`src/sv/agla_pkg.sv`:
```
package agla_pkg;

    localparam int SCORE_IN_W  = 16;
    localparam int GAP_W       = 16;
    localparam int SIZE_W      = 11;
    localparam int OUT_IDX_W   = 11;
    localparam int TOP_SCORE_W = 31;
    localparam int CFG_IDX_W   = 2;
    localparam int CFG_DATA_W  = 16;
    localparam int FIFO_DEPTH  = 4;

    localparam logic signed [31:0] NEG_INF = 32'sh8000_0000;
    localparam logic signed [31:0] SAT_HI  = 32'sh7FFF_FFFF;
    localparam logic signed [31:0] SAT_LO  = 32'sh8000_0001;
    localparam logic signed [32:0] SUM_HI  = 33'sh0_7FFF_FFFF;
    localparam logic signed [32:0] SUM_LO  = 33'sh1_8000_0001;

    localparam logic [CFG_IDX_W-1:0] REG_QUERY_ROWS  = 2'd0;
    localparam logic [CFG_IDX_W-1:0] REG_TARGET_COLS = 2'd1;
    localparam logic [CFG_IDX_W-1:0] REG_GAP_OPEN    = 2'd2;
    localparam logic [CFG_IDX_W-1:0] REG_GAP_EXTEND  = 2'd3;

    localparam logic [SIZE_W-1:0] RST_QUERY_ROWS  = 11'd1;
    localparam logic [SIZE_W-1:0] RST_TARGET_COLS = 11'd1;
    localparam logic [GAP_W-1:0]  RST_GAP_OPEN    = 16'hF600;
    localparam logic [GAP_W-1:0]  RST_GAP_EXTEND  = 16'hFF00;

    localparam logic [1:0] FROM_RESTART = 2'd0;
    localparam logic [1:0] FROM_MATCH   = 2'd1;
    localparam logic [1:0] FROM_INSERT  = 2'd2;
    localparam logic [1:0] FROM_DELETE  = 2'd3;

    localparam logic GAP_OPENED   = 1'b0;
    localparam logic GAP_EXTENDED = 1'b1;

    localparam logic [1:0] STATE_STOP   = 2'd0;
    localparam logic [1:0] STATE_MATCH  = 2'd1;
    localparam logic [1:0] STATE_INSERT = 2'd2;
    localparam logic [1:0] STATE_DELETE = 2'd3;

    typedef struct packed {
        logic first_row;
        logic last_col;
        logic grid_done;
    } cell_flags_t;

    typedef struct packed {
        logic signed [31:0] m;
        logic signed [31:0] i;
        logic signed [31:0] d;
    } triple_t;

    function automatic logic signed [31:0] sext16(input logic [15:0] v);
        return {{16{v[15]}}, v};
    endfunction

    function automatic logic signed [31:0] sat_add(input logic signed [31:0] a,
                                                   input logic signed [31:0] b);
        logic signed [32:0] s;
        logic signed [31:0] r;
        s = {a[31], a} + {b[31], b};
        if (a == NEG_INF)
        begin
            r = NEG_INF;
        end
        else if (s > SUM_HI)
        begin
            r = SAT_HI;
        end
        else if (s < SUM_LO)
        begin
            r = SAT_LO;
        end
        else
        begin
            r = s[31:0];
        end
        return r;
    endfunction

endpackage

```
`src/sv/agla_front.sv`:
```
module agla_front #(
    parameter int MAX_TARGET = 1024,
    parameter int MAX_QUERY  = 1024,
    localparam int RW = $clog2(MAX_QUERY),
    localparam int CW = $clog2(MAX_TARGET),
    localparam int ITEM_W = agla_pkg::SCORE_IN_W + RW + CW + $bits(agla_pkg::cell_flags_t)
) (
    input  logic                                clk,
    input  logic                                rst_n,
    input  logic                                cell_valid,
    output logic                                cell_stall,
    input  logic [agla_pkg::SCORE_IN_W-1:0]     cell_score,
    input  logic                                cfg_write,
    input  logic [agla_pkg::CFG_IDX_W-1:0]      cfg_index,
    input  logic [agla_pkg::CFG_DATA_W-1:0]     cfg_data,
    input  logic                                queue_full,
    output logic                                push,
    output logic [ITEM_W-1:0]                   push_data,
    output logic [agla_pkg::GAP_W-1:0]          gap_open,
    output logic [agla_pkg::GAP_W-1:0]          gap_extend
);

    logic [agla_pkg::SIZE_W-1:0] query_rows_reg;
    logic [agla_pkg::SIZE_W-1:0] target_cols_reg;
    logic [agla_pkg::GAP_W-1:0]  gap_open_reg;
    logic [agla_pkg::GAP_W-1:0]  gap_extend_reg;
    logic [RW-1:0]               row_reg;
    logic [RW-1:0]               row_next;
    logic [CW-1:0]               col_reg;
    logic [CW-1:0]               col_next;
    logic [31:0]                 rows_eff;
    logic [31:0]                 cols_eff;
    logic                        last_row;
    agla_pkg::cell_flags_t       flags;

    assign cell_stall = queue_full;
    assign push       = cell_valid && !queue_full;
    assign push_data  = {cell_score, row_reg, col_reg, flags};
    assign gap_open   = gap_open_reg;
    assign gap_extend = gap_extend_reg;

    always_comb
    begin
        rows_eff = 32'(query_rows_reg);
        if (query_rows_reg == '0)
        begin
            rows_eff = 32'd1;
        end
        else if (rows_eff > 32'(MAX_QUERY))
        begin
            rows_eff = 32'(MAX_QUERY);
        end

        cols_eff = 32'(target_cols_reg);
        if (target_cols_reg == '0)
        begin
            cols_eff = 32'd1;
        end
        else if (cols_eff > 32'(MAX_TARGET))
        begin
            cols_eff = 32'(MAX_TARGET);
        end

        last_row        = (32'(row_reg) + 32'd1) >= rows_eff;
        flags.first_row = row_reg == '0;
        flags.last_col  = (32'(col_reg) + 32'd1) >= cols_eff;
        flags.grid_done = flags.last_col && last_row;

        row_next = row_reg;
        col_next = col_reg + 1'b1;
        if (flags.last_col)
        begin
            col_next = '0;
            row_next = flags.grid_done ? '0 : row_reg + 1'b1;
        end
    end

    always_ff @(posedge clk or negedge rst_n)
    begin
        if (!rst_n)
        begin
            query_rows_reg  <= agla_pkg::RST_QUERY_ROWS;
            target_cols_reg <= agla_pkg::RST_TARGET_COLS;
            gap_open_reg    <= agla_pkg::RST_GAP_OPEN;
            gap_extend_reg  <= agla_pkg::RST_GAP_EXTEND;
        end
        else if (cfg_write)
        begin
            case (cfg_index)
                agla_pkg::REG_QUERY_ROWS:  query_rows_reg  <= cfg_data[agla_pkg::SIZE_W-1:0];
                agla_pkg::REG_TARGET_COLS: target_cols_reg <= cfg_data[agla_pkg::SIZE_W-1:0];
                agla_pkg::REG_GAP_OPEN:    gap_open_reg    <= cfg_data;
                agla_pkg::REG_GAP_EXTEND:  gap_extend_reg  <= cfg_data;
                default:                   ;
            endcase
        end
    end

    always_ff @(posedge clk or negedge rst_n)
    begin
        if (!rst_n)
        begin
            row_reg <= '0;
            col_reg <= '0;
        end
        else if (push)
        begin
            row_reg <= row_next;
            col_reg <= col_next;
        end
    end

`ifndef ASSERT_OFF
    assert property (@(posedge clk) disable iff (!rst_n)
        (push && flags.grid_done) |=> (row_reg == '0 && col_reg == '0))
        else $error("grid counters not restarted after last cell");
`endif

endmodule

```
`config.mk`:
```
export PLATFORM = sky130hd
export DESIGN_NAME = agla_front
export DESIGN_NICKNAME = d
export VERILOG_FILES = /design/src/sv/agla_pkg.sv /design/src/sv/agla_front.sv
export SDC_FILE = /design/constraint.sdc
export NUM_CORES = 1
export LEC_CHECK = 0
export BUFFER_PORTS_ARGS = -buffer_cell sky130_fd_sc_hd__buf_2
export CORE_UTILIZATION = 48
export CTS_CLUSTER_SIZE = 8
export DETAILED_ROUTE_END_ITERATION = 8
export PLACE_DENSITY = 0.84
export SYNTH_ARGS = -nofsm -noshare
export SYNTH_HDL_FRONTEND = slang
export SYNTH_SLANG_ARGS = --single-unit
```
`constraint.sdc`:
```
create_clock -name clk -period 2.6 [get_ports clk]
set_input_delay 0.39 -clock clk [delete_from_list [all_inputs] [get_ports clk]]
set_output_delay 0.39 -clock clk [all_outputs]
set_load 0.005 [all_outputs]
```
---- After elaboration in Yosys (flattened, before gate mapping) ----
Index checks and enable logic that the tools add are counted.
storage, ports and cells
  bits in registers ....................... 74
  bits in latches ......................... 0
  RAM bits ................................ 0
  bits in read-only memories .............. 0
  input port bits ......................... 39
  output and inout bits ................... 73
  word-level logic and storage cells ...... 35
  memories kept ........................... 0
cells by class
  add/sub/neg operators ................... 4
  multiply operators ...................... 0
  divide/modulo/power cells ............... 0
  $lt $le $gt $ge ......................... 4
  equality and inequality tests ........... 3
  shift operators ......................... 0
  muxes and demuxes ....................... 6
  bitwise operators ....................... 0
  reductions and logical operators ........ 12
operators by type and width
  cell                                                                   number
  11-bit by 32-bit greater-or-equal comparator with 1-bit output         2
  11-bit two-way mux                                                     3
  32-bit two-way mux                                                     1
  10-bit by 1-bit adder with 11-bit output, second input constant        2
  11-bit > comparator, second input constant                             2
  11-bit zero test                                                       2
  10-bit by 1-bit adder with 10-bit output, second input constant        2
  10-bit two-way mux                                                     2
  10-bit zero test                                                       1
  2-bit AND reduction                                                    5
  2-bit equality test, second input constant                             2
  2-bit by 1-bit equality test with 1-bit output, second input constant  1
  1-bit logical AND                                                      2
  2-bit zero test                                                        1
  1-bit zero test                                                        1

---- Logic depth before layout (Yosys ltp) ----
  word-level depth ........................ 6
  depth in mapped cells ................... 13
  depth with buffers taken out ............ 11

---- Least setup slack after synthesis ----
Ideal clock, no wire load.
  path type ............................... register to output
  start ................................... register row_reg[0]
  end ..................................... output push_data[0]
  data arrival time ....................... 2.303 ns
  data required time ...................... 2.210 ns
  setup slack ............................. -0.093 ns
  stages on the path, launching flop included .. 12
  buffers on the path ..................... 1
  cells stage by stage .................... dfrtp_1 -> ha_1 -> nand3_1 -> nor2_2 -> nand3_1 -> xnor2_1 -> ha_1 -> a21oi_1 -> o21ai_0 -> o21bai_2 -> buf_6 -> and2_1
on the way
  word-level cells in the longest chain between the ends .. 3
ends and longest elaborated chain
  item                                                            RTL line           RTL
  from (decl)                                                     agla_front.sv:27   logic [RW-1:0] row_reg;
  from (signal assigned)                                          agla_front.sv:108  row_reg <= row_next;
  10-bit by 1-bit adder with 11-bit output                        agla_front.sv:64   last_row = (32'(row_reg) + 32'd1) >= rows_eff;
  11-bit by 32-bit greater-or-equal comparator with 1-bit output  agla_front.sv:64
  1-bit logical AND                                               agla_front.sv:67   flags.grid_done = flags.last_col && last_row;
  to (decl)                                                       agla_front.sv:18   output logic [ITEM_W-1:0] push_data,
No other way between the ends.

---- Worst setup path after layout ----
  start ................................... register col_reg[0]
  end ..................................... output push_data[0]
on the way
  word-level cells in the longest chain between the ends .. 3
ends and longest elaborated chain
  item                                                            RTL line           RTL
  from (decl)                                                     agla_front.sv:29   logic [CW-1:0] col_reg;
  from (signal assigned)                                          agla_front.sv:109  col_reg <= col_next;
  10-bit by 1-bit adder with 11-bit output                        agla_front.sv:66   flags.last_col = (32'(col_reg) + 32'd1) >= cols_eff;
  11-bit by 32-bit greater-or-equal comparator with 1-bit output  agla_front.sv:66
  1-bit logical AND                                               agla_front.sv:67
No other way between the ends.

==> flow_metrics.env <==
export IMPL_maxCapViolations=0
export IMPL_final_util_pct=65.3
export IMPL_dp_cells=554
export IMPL_antenna_found_initial=0
export IMPL_hold_viol=0
export IMPL_power_leakage_uw=0.00253
export IMPL_worst_setup_path_type="reg -> out"
export IMPL_dp_final_hpwl_um=7100
export IMPL_finalCritPeriodShare_pct=120
export IMPL_syn_area_mm2=0.00411
export IMPL_num_nets_final=541
export IMPL_clock_tree_root_cell="clkbuf_8"
export IMPL_cp_start_kind="flip-flop"
export IMPL_tightest_slew_ps=804
export IMPL_min_period_ps=3110
export IMPL_synth_distinct_cells=49
export IMPL_first_pass_iters=5
export IMPL_power_density_mw_per_mm2=816
export IMPL_place_gp_congestion=0.833
export IMPL_port_buffers=79
export IMPL_fp_coreArea_mm2=0.00826
export IMPL_rows=33
export IMPL_synth_edf_count=0
export IMPL_yosys_warnings=0
export IMPL_track_usage_pct=24.0
export IMPL_ant_nets=0
export IMPL_routed_via_density=5.57
export IMPL_n_antenna_cell=0
export IMPL_grt_pass1_wl_um=16400
export IMPL_fp_dieArea_mm2=0.00894
export IMPL_synth_area_leaders="dfrtp_1, mux2_2, dfstp_2"
export IMPL_crit_arrival_ps=2720
export IMPL_tritoncts_num_buffers=9
export IMPL_via_count=3272
export IMPL_route_detailed_drc=0
export IMPL_clk_pin_slew_ps=80
export IMPL_synth_top_area_cell="dfrtp_1"
export IMPL_crit_path_end_kind="output pin"
export IMPL_totalWireLength_um=10800
export IMPL_crit_path_max_fanout=4
export IMPL_ys_ff_latch=74
export IMPL_grt_pass1_vias=3432
export IMPL_hold_path_class="in -> async"
export IMPL_clock_latency_ps=350
export IMPL_syn_area_per_cell_um2=11.5
export IMPL_setup_viol=22
export IMPL_required_ps=2210
export IMPL_layout_drive_gt1_share_pct=58.3
export IMPL_fin_ws_ps=-512
export IMPL_cts_buffer_depth=2
export IMPL_synthFlopType="dfrtp_1"
export IMPL_cts_sinks=74
export IMPL_violations="setup timing"
export IMPL_rsz0062_at_grt="yes"
export IMPL_finalMaxSlewViolations=0
export IMPL_drt_iter0_drc=193
export IMPL_synth_top_area_share_pct=35.3
export IMPL_timing_fmax_ghz=0.321
export IMPL_outcome="finished, violations left"
export IMPL_yosysMostFrequentCell="dfrtp_1"
export IMPL_wire_per_inst_um=18.4
export IMPL_synth_nets=423
export IMPL_fp_dieH_um=94.6
export IMPL_final_cells=587
export IMPL_syn_to_final_growth_pct=31.1
export IMPL_die_w_um=94.6
export IMPL_ys_async_sr_fraction_pct=100
export IMPL_yosys_top_cells_count="dfrtp_1, mux2_2, nand2_1"
export IMPL_grt_overflow_total=0
export IMPL_ir_worst_vdd_v=0.000511
export IMPL_grt_max_degree=31
export IMPL_fin_total_pwr_uw=4400
export IMPL_ys_seq_area_share_pct=45.5
export IMPL_slew_headroom_pct=46.2
export IMPL_cts_htree_levels=3
export IMPL_start_util_pct=49.8
export IMPL_cts_tree="built"
export IMPL_ios=112
export IMPL_fin_skew_ps=11.4
export IMPL_postSynthCellCount=359
export IMPL_cts_hold_buf=0
==> area by class of cell <==
cell class	count	area, um2
Clock inverter	6	41.3
Timing Repair Buffer	137	878
Clock buffer	10	138
Inverter	7	38.8
Sequential cell	74	1870
Multi-Input combinational cell	248	2290
Fill cell	625	2870
Tap cell	105	131
==> through the flow <==
stage | TNS [ps] | area [um2] | hold WS [ps] | setup slack, ps
6_report | -4610 | 5390 | 78.0 | -512
5_1_grt | -6660 | 5390 | 106 | -610
4_1_cts | -2590 | 5110 | 87.2 | -375
3_5_place_dp | -1100 | 4760 | 475 | -188
3_3_place_gp | -34.5 | 4760 | 463 | -34.5
2_1_floorplan | 0 | 4140 | 94.4 | 8.39
==> placed cells by master (no fill, tap or decap), types with 4 or more instances in the layout <==
| master | instances |
|---|---|
| a21oi_2 | 4 |
| a22o_1 | 7 |
| buf_2 | 77 |
| buf_4 | 51 |
| buf_6 | 8 |
| clkbuf_8 | 10 |
| dfrtp_1 | 56 |
| dfstp_2 | 16 |
| ha_1 | 20 |
| ha_4 | 4 |
| inv_1 | 5 |
| mux2_2 | 54 |
| nand2_1 | 38 |
| nand2b_4 | 4 |
| nand3_1 | 5 |
| nand3_4 | 5 |
| nor2_1 | 15 |
| nor2b_1 | 5 |
| nor4_1 | 4 |
| o21ai_0 | 7 |
| o21ai_1 | 4 |
| o21ai_2 | 6 |
| xnor2_1 | 5 |
| xor2_1 | 5 |
==> logic make-up after synthesis <==
family / after synthesis / share of synthesized area (%)
simple gates: 105 / 13.5
fa+ha+maj: 25 / 7.61
buf+inv: 37 / 6.24
flops: 74 / 45.5
xor+xnor: 16 / 3.77
compound gates: 47 / 8.34
mux: 55 / 15.1
==> power breakdown <==
group / switching, uW / internal (uW)
sequential: 210 / 1420
clock: 453 / 372
combinational: 909 / 1040
total: 1570 / 2830
==> critical path, cell delays in order, from the launching register on <==
cell	delay, ps
dfrtp_1	430
ha_2	220
and3_4	200
nand3_4	110
xnor2_2	200
ha_1	360
nand2_4	80
nor3_4	180
a21oi_2	90
o21ai_1	140
buf_4	140
and2_4	140
buf_6	80
==> what timing repair did <==
| action | 4_1_cts | 5_1_grt |
|---|---|---|
| pin swaps | 11 | 24 |
| buffers inserted | 12 | 8 |
| endpoints found under the setup margin | 16 | 22 |
| cloned | 0 | 0 |
| gates resized for setup | 24 | 39 |
==> per-layer routing <==
layer  wire (um)  vias up  track usage [%]
li1            -     1490                -
met1        4340     1629             29.2
met2        5540      129             41.5
met3         702       24             6.92
met4         240        0             6.57
met5           0        -                0
==> final timing paths <==
path	endpoint	start	slack [ps]	cells after the start
worst max-delay path	push_data[0]	col_reg[0]$_DFFE_PN0P_	-510	12
min in group clk	gap_open[13]$_DFFE_PN1P_	cfg_data[13]	280	2
max in group asynchronous	target_cols_reg[0]$_DFFE_PN1P_	rst_n	1760	2
worst max register to register	col_reg[5]$_DFFE_PN0P_	col_reg[0]$_DFFE_PN0P_	-280	15
worst min register to register	gap_extend[1]$_DFFE_PN0P_	gap_extend[1]$_DFFE_PN0P_	500	1
worst min-delay path	gap_extend[7]$_DFFE_PN0P_	rst_n	80	1
(Power assumes the default switching activity.)
