==> src/sv/agla_pkg.sv <==
package agla_pkg;

    localparam int SCORE_IN_W  = 16;
    localparam int GAP_W       = 16;
    localparam int SIZE_W      = 11;
    localparam int OUT_IDX_W   = 11;
    localparam int TOP_SCORE_W = 31;
    localparam int CFG_IDX_W   = 2;
    localparam int CFG_DATA_W  = 16;
    localparam int FIFO_DEPTH  = 4;

    localparam logic signed [31:0] NEG_INF = 32'sh8000_0000;
    localparam logic signed [31:0] SAT_HI  = 32'sh7FFF_FFFF;
    localparam logic signed [31:0] SAT_LO  = 32'sh8000_0001;
    localparam logic signed [32:0] SUM_HI  = 33'sh0_7FFF_FFFF;
    localparam logic signed [32:0] SUM_LO  = 33'sh1_8000_0001;

    localparam logic [CFG_IDX_W-1:0] REG_QUERY_ROWS  = 2'd0;
    localparam logic [CFG_IDX_W-1:0] REG_TARGET_COLS = 2'd1;
    localparam logic [CFG_IDX_W-1:0] REG_GAP_OPEN    = 2'd2;
    localparam logic [CFG_IDX_W-1:0] REG_GAP_EXTEND  = 2'd3;

    localparam logic [SIZE_W-1:0] RST_QUERY_ROWS  = 11'd1;
    localparam logic [SIZE_W-1:0] RST_TARGET_COLS = 11'd1;
    localparam logic [GAP_W-1:0]  RST_GAP_OPEN    = 16'hF600;
    localparam logic [GAP_W-1:0]  RST_GAP_EXTEND  = 16'hFF00;

    localparam logic [1:0] FROM_RESTART = 2'd0;
    localparam logic [1:0] FROM_MATCH   = 2'd1;
    localparam logic [1:0] FROM_INSERT  = 2'd2;
    localparam logic [1:0] FROM_DELETE  = 2'd3;

    localparam logic GAP_OPENED   = 1'b0;
    localparam logic GAP_EXTENDED = 1'b1;

    localparam logic [1:0] STATE_STOP   = 2'd0;
    localparam logic [1:0] STATE_MATCH  = 2'd1;
    localparam logic [1:0] STATE_INSERT = 2'd2;
    localparam logic [1:0] STATE_DELETE = 2'd3;

    typedef struct packed {
        logic first_row;
        logic last_col;
        logic grid_done;
    } cell_flags_t;

    typedef struct packed {
        logic signed [31:0] m;
        logic signed [31:0] i;
        logic signed [31:0] d;
    } triple_t;

    function automatic logic signed [31:0] sext16(input logic [15:0] v);
        return {{16{v[15]}}, v};
    endfunction

    function automatic logic signed [31:0] sat_add(input logic signed [31:0] a,
                                                   input logic signed [31:0] b);
        logic signed [32:0] s;
        logic signed [31:0] r;
        s = {a[31], a} + {b[31], b};
        if (a == NEG_INF)
        begin
            r = NEG_INF;
        end
        else if (s > SUM_HI)
        begin
            r = SAT_HI;
        end
        else if (s < SUM_LO)
        begin
            r = SAT_LO;
        end
        else
        begin
            r = s[31:0];
        end
        return r;
    endfunction

endpackage

==> src/sv/agla_fifo.sv <==
module agla_fifo #(
    parameter int WIDTH = 8
) (
    input  logic             clk,
    input  logic             rst_n,
    input  logic             push,
    input  logic [WIDTH-1:0] push_data,
    output logic             full,
    input  logic             pop,
    output logic             pop_valid,
    output logic [WIDTH-1:0] pop_data
);

    localparam int PW = $clog2(agla_pkg::FIFO_DEPTH);

    logic [WIDTH-1:0] store_reg [agla_pkg::FIFO_DEPTH];
    logic [PW-1:0]    wr_ptr_reg;
    logic [PW-1:0]    rd_ptr_reg;
    logic [PW:0]      count_reg;

    assign full      = count_reg == (PW+1)'(agla_pkg::FIFO_DEPTH);
    assign pop_valid = count_reg != '0;
    assign pop_data  = store_reg[rd_ptr_reg];

    always_ff @(posedge clk)
    begin
        if (push)
        begin
            store_reg[wr_ptr_reg] <= push_data;
        end
    end

    always_ff @(posedge clk or negedge rst_n)
    begin
        if (!rst_n)
        begin
            wr_ptr_reg <= '0;
            rd_ptr_reg <= '0;
            count_reg  <= '0;
        end
        else
        begin
            if (push)
            begin
                wr_ptr_reg <= wr_ptr_reg + 1'b1;
            end
            if (pop)
            begin
                rd_ptr_reg <= rd_ptr_reg + 1'b1;
            end
            if (push && !pop)
            begin
                count_reg <= count_reg + 1'b1;
            end
            else if (pop && !push)
            begin
                count_reg <= count_reg - 1'b1;
            end
        end
    end

`ifndef ASSERT_OFF
    assert property (@(posedge clk) disable iff (!rst_n) pop |-> count_reg != '0)
        else $error("pop from empty queue");
    assert property (@(posedge clk) disable iff (!rst_n)
        (push && !pop) |=> count_reg == $past(count_reg) + 1'b1)
        else $error("queue count lost a push");
`endif

endmodule

==> config.mk <==
export PLATFORM = sky130hd
export DESIGN_NAME = agla_fifo
export DESIGN_NICKNAME = d
export VERILOG_FILES = /design/src/sv/agla_pkg.sv /design/src/sv/agla_fifo.sv
export SDC_FILE = /design/constraint.sdc
export NUM_CORES = 1
export LEC_CHECK = 0
export ABC_AREA = 1
export BUFFER_PORTS_ARGS = -buffer_cell sky130_fd_sc_hd__clkbuf_2
export CAP_MARGIN = 20
export CORE_AREA = 10 10 67 69
export DETAILED_ROUTE_END_ITERATION = 16
export DIE_AREA = 0 0 77 79
export PLACE_DENSITY_LB_ADDON = 0.2
export RECOVER_POWER = 50
export SKIP_CTS_REPAIR_TIMING = 1
export SLEW_MARGIN = 20
export SYNTH_ARGS = -nofsm -noshare
export SYNTH_HDL_FRONTEND = slang
export SYNTH_SLANG_ARGS = --single-unit
==> constraint.sdc <==
create_clock -name clk -period 1.8 [get_ports clk]
set_clock_uncertainty 0.15 [all_clocks]
set_input_delay 0.45 -clock clk [delete_from_list [all_inputs] [get_ports clk]]
set_output_delay 0.45 -clock clk [all_outputs]
set_load 0.1 [all_outputs]
Word-level counts from Yosys, hierarchy flattened
Memory sizes are Yosys's and may differ from the RTL's. Cells that the tools add are included.

Flip-flop bits (word level): 7. Bits in writable memories: 32. Logic and storage cells: 19. Memories kept: 1.

$add $sub $neg: 4. Equality and inequality tests: 1. Multiplexer cells: 4. Reduce and logical (&&, ||, !) cells: 6.

Memories: store_reg (depth 4, width 8, read ports 1, clocked after Yosys merged registers in 0, wr ports 1, RTL line agla_fifo.sv:16) `logic [WIDTH-1:0] store_reg [agla_pkg::FIFO_DEPTH];`.

Operators by type and width (number): two-way mux 3 bit (2); adder 2 x 1 -> 2 bit (second input constant) (2); adder 3 x 1 -> 3 bit (second input constant) (1); == test 3 bit (second input constant) (1); nonzero test 3 bit (1); subtractor 3 x 1 -> 3 bit (second input constant) (1); logical AND 1 bit (2); zero test 1 bit (2); two-way mux 1 bit (2); nonzero test 2 bit (1).

Longest topological paths before layout
Gate-level depths: netlist of run 1.

Depth in word-level cells: 4. Depth in mapped cells: 9. Gate-level depth less buffers: 9.

Worst setup path after synthesis of run 1
Ideal clock, no wire load.

Path type: register to output. From: reg count_reg[0]. To: out full. Arrival: 2.503 ns. Required time: 1.200 ns. Setup slack: -1.303 ns. Stages on the path, launching flop included: 2. Path buffers: 0. Path through: dfrtp_1 nor3_1.

Longest elaborated chain between the ends: 1.

RTL lines: from (decl) (RTL line agla_fifo.sv:19) `logic [PW:0] count_reg;`; from (signal assigned) (RTL line agla_fifo.sv:53) `count_reg <= count_reg + 1'b1;`; from (signal assigned) (RTL line agla_fifo.sv:57) `count_reg <= count_reg - 1'b1;`; == test 3 bit (RTL line agla_fifo.sv:21) `assign full = count_reg == (PW+1)'(agla_pkg::FIFO_DEPTH);`; to (decl) (RTL line agla_fifo.sv:8) `output logic full,`.

No other way between the ends.

Worst setup path after layout of run 1
From: reg rd_ptr_reg[0]. To: out pop_data[6].

Longest elaborated chain between the ends: 1.

RTL lines: from (decl) (RTL line agla_fifo.sv:18) `logic [PW-1:0] rd_ptr_reg;`; from (signal assigned) (RTL line agla_fifo.sv:49) `rd_ptr_reg <= rd_ptr_reg + 1'b1;`; memory read (4 x 8 bit); to (decl) (RTL line agla_fifo.sv:11) `output logic [WIDTH-1:0] pop_data`.

No other way between the ends.

==> results of run 1 <==
cells by family after synthesis:
kind of cell	share of synthesized area
AO/OA/AOI/OAI	0.07613
XOR/XNOR	0.02050
adder cells (fa/ha/maj)	0.04832
buffers and inverters	0.09516
flip-flops	0.6647
AND/OR/NAND/NOR	0.09516
worst max-delay path by stage:
stage,from,endpoint,cells past startpoint
floorplan,count_reg[0],full,1
global placement,pop,count_reg[2],9
detailed placement,pop,count_reg[2],9
CTS,rd_ptr_reg[0],pop_data[7],4
global route,rd_ptr_reg[0],pop_data[7],4
finish,rd_ptr_reg[0],pop_data[6],4
stage by stage:
stage / instances / instance area [sq um] / utilization / hold slack [ns] / TNS [ns]
6_report: 217 / 2120 / 0.6558 / 0.1697 / -1.703
5_1_grt: 217 / 2120 / 0.6558 / 0.1655 / -2.397
4_1_cts: 215 / 2110 / 0.6527 / -0.2100 / -2.147
3_5_place_dp: 207 / 2041 / 0.6314 / 0.1486 / -0.03017
3_3_place_gp: 207 / 2041 / 0.6314 / 0.1468 / 0
2_1_floorplan: 142 / 1740 / - / 0.004409 / -0.05842
critical path, cell delays in order (launching register included):
cell and delay, ns:
dfrtp_2 0.44, buf_12 0.17, o211ai_1 0.22, nand2_2 0.09, buf_12 0.17
placed cells by master, fill, tap and decap left out, drive strengths merged:
| cell | Yosys | layout |
|---|---|---|
| inv | 28 | 28 |
| dlygate4sd3 | 0 | 1 |
| o211ai | 16 | 16 |
| nor3 | 1 | 1 |
| fa | 1 | 1 |
| nor2 | 1 | 1 |
| clkbuf | 1 | 19 |
| nand3 | 1 | 1 |
| buf | 5 | 15 |
| xor2 | 3 | 3 |
| nand2 | 38 | 38 |
| xnor2 | 1 | 1 |
| ha | 5 | 5 |
| dfrtp | 7 | 7 |
| edfxtp | 32 | 32 |
| nand4 | 1 | 1 |
| o21ai | 1 | 1 |
metal layers:
metal  up-vias  wire length, um  track usage
met1       513             1216       0.1071
met3         4              143      0.04167
met4         0               26      0.04015
li1        520                -            -
met5         -                0            0
met2        19             1617       0.1855
cell type report:
cell class | count | area, sq um | area share
sequential | 39 | 1140 | 0.5378
multi-input combinational | 69 | 441.7 | 0.2084
tap | 46 | 57.56 | 0.02715
timing repair buffer | 27 | 304.0 | 0.1434
inverter | 28 | 107.6 | 0.05077
clock buffer | 8 | 68.82 | 0.03247
==> summary.md, run 1 <==
| Metric | Value |
|---|---|
| Clk sinks | 39 |
| Min Clock Period, post-route | 2.023 ns |
| Count leader, synth | nand2_1 |
| Post-synth top area share | 0.5622 |
| Unrepaired setup endpoints after global routing | yes |
| Relative slew slack | 0.7292 |
| Final nets | 188 |
| DP Worst Slack | -0.03017 ns |
| Maximum root-to-sink buffer count | 2 |
| Core Area | 3232 sq um |
| Total Routing Usage GR | 0.1036 |
| Final HPWL DP | 2220 um |
| Largest net degree at the start of global routing | 33 |
| Root cell of the clock tree | clkbuf_4 |
| Tcrit/Tclk final | 1.124 |
| Post-Syn Area | 1709 sq um |
| Starting Density | 0.5288 |
| Setup CP Type | flip-flop to output port |
| Failing checks | negative setup slack |
| Worst Hold Path EP | rd_ptr_reg[0] |
| Vias in the first global route | 1,085 |
| CTS tree | yes |
| CP required | 1.20 ns |
| Gr ovfl total | 0 |
| Max FO, Critical Path | 32 |
| Die width | 77 um |
| Routed length per placed instance | 13.84 um |
| DR vias | 1,056 |
| Synth top cells by count | nand2_1 (38), edfxtp_1 (32), inv_1 (27), o211ai_1 (15), dfrtp_1 (7) |
| Slew Limit Fails | 0 |
| N_diodes | 0 |
| Port-buffer cells | 21 |
| HP Class | input pin to flip-flop |
| Fill count | 279 |
| FF-to-FF End | store_reg[1][2] |
| Total CTS buffers | 5 |
| Area growth syn-to-layout | 24.01% |
| Post-synth EDFFs | 32 |
| Remaining routing DRC violations | 0 |
| Top FF cell, synth | edfxtp_1 |
| Via density | 4.866 |
| RePlAce Congestion | 0.7051 |
| Layout cells sized above 1 | 0.2281 |
| Hold path cells | 2 |
| I/O pin total | 22 |
| Post-synthesis cell count | 142 |
| Iter 0 DRT Violations | 47 |
| Mean post-synth cell area | 12.04 sq um |
| Worst hold path startpoint | pop |
| Drt pass-1 iters | 4 |
| Crit path arrival time | 1.42 ns |
| Routed Antenna Nets | 0 |
| Max Cap Violations | 0 |
| Total Wirelength | 3004 um |
| Achievable clock frequency | 494.4 MHz |
| Critical path launch point type | flip-flop |
| Final setup viols | 8 |
| Largest register FFs | 32 |
| H-tree levels | 2 |
| Final hold vios | 0 |
| Post-synth ARST share | 0.1795 |
| Register area share after synthesis | 0.6647 |
| R2r setup slk | 0.28 ns |
| Worst r2r src | wr_ptr_reg[1] |
| Synth area leaders | edfxtp_1 (56%), dfrtp_1 (10%), nand2_1 (8.3%), o211ai_1 (6.6%), inv_1 (5.9%) |
| FP Rows | 21 |
| First-pass GRT wire length | 5043 um |
| #FFs+latches synth | 39 |
| Yosys top cell by area | edfxtp_1 |
| Post-synthesis net count | 160 |
| Worst Max-Slew Pin Slew | 0.4063 ns |
| Status | finished with violations |
| Crit. End Element | output port |
| Worst r2r path cells | 4 |
| Die height | 79 um |
| Worst-Skew Late Latency | 0.33 ns |
| Reg clk slew, reported paths | 0.11 ns |
| Final worst-path setup slack | -0.2227 ns |
| Synth cell types | 19 |
| Initial antenna violation count | 0 |
| Yosys warns | 0 |
| Die Area | 6083 sq um |
Power of run 1 is not shown: default switching activity piles up to over one toggle a cycle in this logic, so the estimate is an artifact.
==> run 2, diff against run 1 <==
--- a/config.mk
+++ b/config.mk
@@ -13,7 +13,6 @@
 export DIE_AREA = 0 0 77 79
 export PLACE_DENSITY_LB_ADDON = 0.2
 export RECOVER_POWER = 50
-export SKIP_CTS_REPAIR_TIMING = 1
 export SLEW_MARGIN = 20
 export SYNTH_ARGS = -nofsm -noshare
 export SYNTH_HDL_FRONTEND = slang
==> summary.md, run 2 (same netlist as run 1, synthesis figures left out) <==
| Metric | Value |
|---|---|
| Status | finished with violations |
| Failing checks | negative setup slack |
| Setup CP Type | flip-flop to output port |
| Reg clk slew, reported paths | 0.11 ns (about the same) |
| Slew Limit Fails | 0 (unchanged) |
| FP Rows | 21 (unchanged) |
| Root cell of the clock tree | clkbuf_4 |
| Vias in the first global route | 1,101 (+1.5%) |
| Crit. End Element | output port |
| Iter 0 DRT Violations | 48 (+2.1%) |
| Final nets | 192 (+2.1%) |
| Final setup viols | 8 (unchanged) |
| I/O pin total | 22 (unchanged) |
| Gr ovfl total | 0 (unchanged) |
| HP Class | input pin to flip-flop |
| Largest net degree at the start of global routing | 33 (unchanged) |
| N_diodes | 0 (unchanged) |
| Min Clock Period, post-route | 2.013 ns (-0.009741 ns) |
| Port-buffer cells | 21 (unchanged) |
| RePlAce Congestion | 0.7051 (unchanged) |
| Worst-Skew Late Latency | 0.33 ns (about the same) |
| Hold slack | 0.1733 ns (+0.003625 ns) |
| Commonest non-fill, non-tap cell in the layout | edfxtp_1 |
| Via density | 4.873 (+0.14%) |
| Multi-input gate area | 441.7 sq um (unchanged) |
| Largest register FFs | 32 (unchanged) |
| Max Cap Violations | 0 (unchanged) |
| Die Area | 6083 sq um (unchanged) |
| Initial antenna violation count | 0 (unchanged) |
| Routed Antenna Nets | 0 (unchanged) |
| Remaining routing DRC violations | 0 (unchanged) |
| Tcrit/Tclk final | 1.118 (-0.005412) |
| Clk sinks | 39 (unchanged) |
| Relative slew slack | 0.7290 (about the same) |
| Routed length per placed instance | 14.00 um (+1.1%) |
| Fill count | 274 (-1.8%) |
| Final HPWL DP | 2220 um (unchanged) |
| Core Area | 3232 sq um (unchanged) |
| CTS tree | yes |
| Crit path arrival time | 1.41 ns (about the same) |
| H-tree levels | 2 (unchanged) |
| First-pass GRT wire length | 5195 um (+3.0%) |
| Layout cells sized above 1 | 0.2400 (+0.01193) |
| Die height | 79 um (unchanged) |
| Unrepaired setup endpoints after global routing | yes |
| Total Wirelength | 3094 um (+3.0%) |
| Die width | 77 um (unchanged) |
| Drt pass-1 iters | 4 (unchanged) |
| Max FO, Critical Path | 32 (unchanged) |
| DR vias | 1,077 (+2.0%) |
| Achievable clock frequency | 496.8 MHz (+0.48%) |
| Total CTS buffers | 5 (unchanged) |
| Critical path launch point type | flip-flop |
| Total Routing Usage GR | 0.1065 (+0.002859) |
| Final hold vios | 0 (unchanged) |
| Register area | 1139 sq um (-0.11%) |
| Maximum root-to-sink buffer count | 2 (unchanged) |
| Area growth syn-to-layout | 25.70% |
| Worst Max-Slew Pin Slew | 0.4065 ns (+0.0002148 ns) |
| Starting Density | 0.5288 (unchanged) |
| CP required | 1.20 ns (about the same) |
| Final worst-path setup slack | -0.2130 ns (+0.009741 ns) |
| Most frequent cells in the layout | edfxtp_1 (32), nand2_1 (30), inv_1 (26), o211ai_1 (15), buf_12 (11) |
## run 2: cell types whose count changed in the layout (fill, tap and decap cells not counted)
cell	change
dfrtp_1	+1
buf_4	+4
dfrtp_2	-1
## run 2: stage by stage
step           std cells  instance area (sq um)    util  setup WS [ns]  setup TNS [ns]
4_1_cts              219                   2145  0.6636        -0.2223          -1.698
2_1_floorplan        142                   1740       -       -0.05842        -0.05842
5_1_grt              221                   2148  0.6647        -0.3055          -2.304
6_report             221                   2148  0.6647        -0.2130          -1.634
3_5_place_dp         207                   2041  0.6314       -0.03017        -0.03017
3_3_place_gp         207                   2041  0.6314         0.1164               0
## run 2: final timing paths
kind                               start       endpoint  slack [ns]  cells after the start
max                        rd_ptr_reg[0]    pop_data[3]       -0.21                      4
min                                  pop  rd_ptr_reg[0]        0.17                      2
max reg2reg                 count_reg[0]   count_reg[2]        0.18                      6
min reg2reg                wr_ptr_reg[0]  wr_ptr_reg[0]        0.38                      1
max in group asynchronous          rst_n   count_reg[0]        0.80                      2
min in group asynchronous          rst_n  wr_ptr_reg[1]        0.39                      2
## run 2: layer usage
layer	routed length, um	share of wire	GRT usage	vias to the layer above
met3	151	0.049	0.04167	4
met5	0	0	0	-
li1	-	-	-	527
met4	26	0.0084	0.04015	0
met1	1229	0.40	0.1126	525
met2	1686	0.54	0.1889	21
## run 2: cell type report
cell class,instances,share of cell area
Sequential cell,39,0.5300
Multi-Input combinational cell,69,0.2056
Timing Repair Buffer,31,0.1555
Inverter,28,0.05009
Clock buffer,8,0.03203
Tap cell,46,0.02679
## run 2: worst max-delay path: stages (launching register included)
cell	delay (ns)
dfrtp_1	0.43
buf_12	0.18
o211ai_1	0.20
nand2_2	0.10
buf_12	0.17
## run 2: repair_timing
item                                    in CTS  in global routing
pin swaps                                    8                  3
setup buffers                                3                  2
hold buffers                                 1                  0
endpoints found under the setup margin      10                 10
endpoints found under the hold margin        7                  0
resized for setup                            2                  1
Power of run 2 is left out for the same reason.
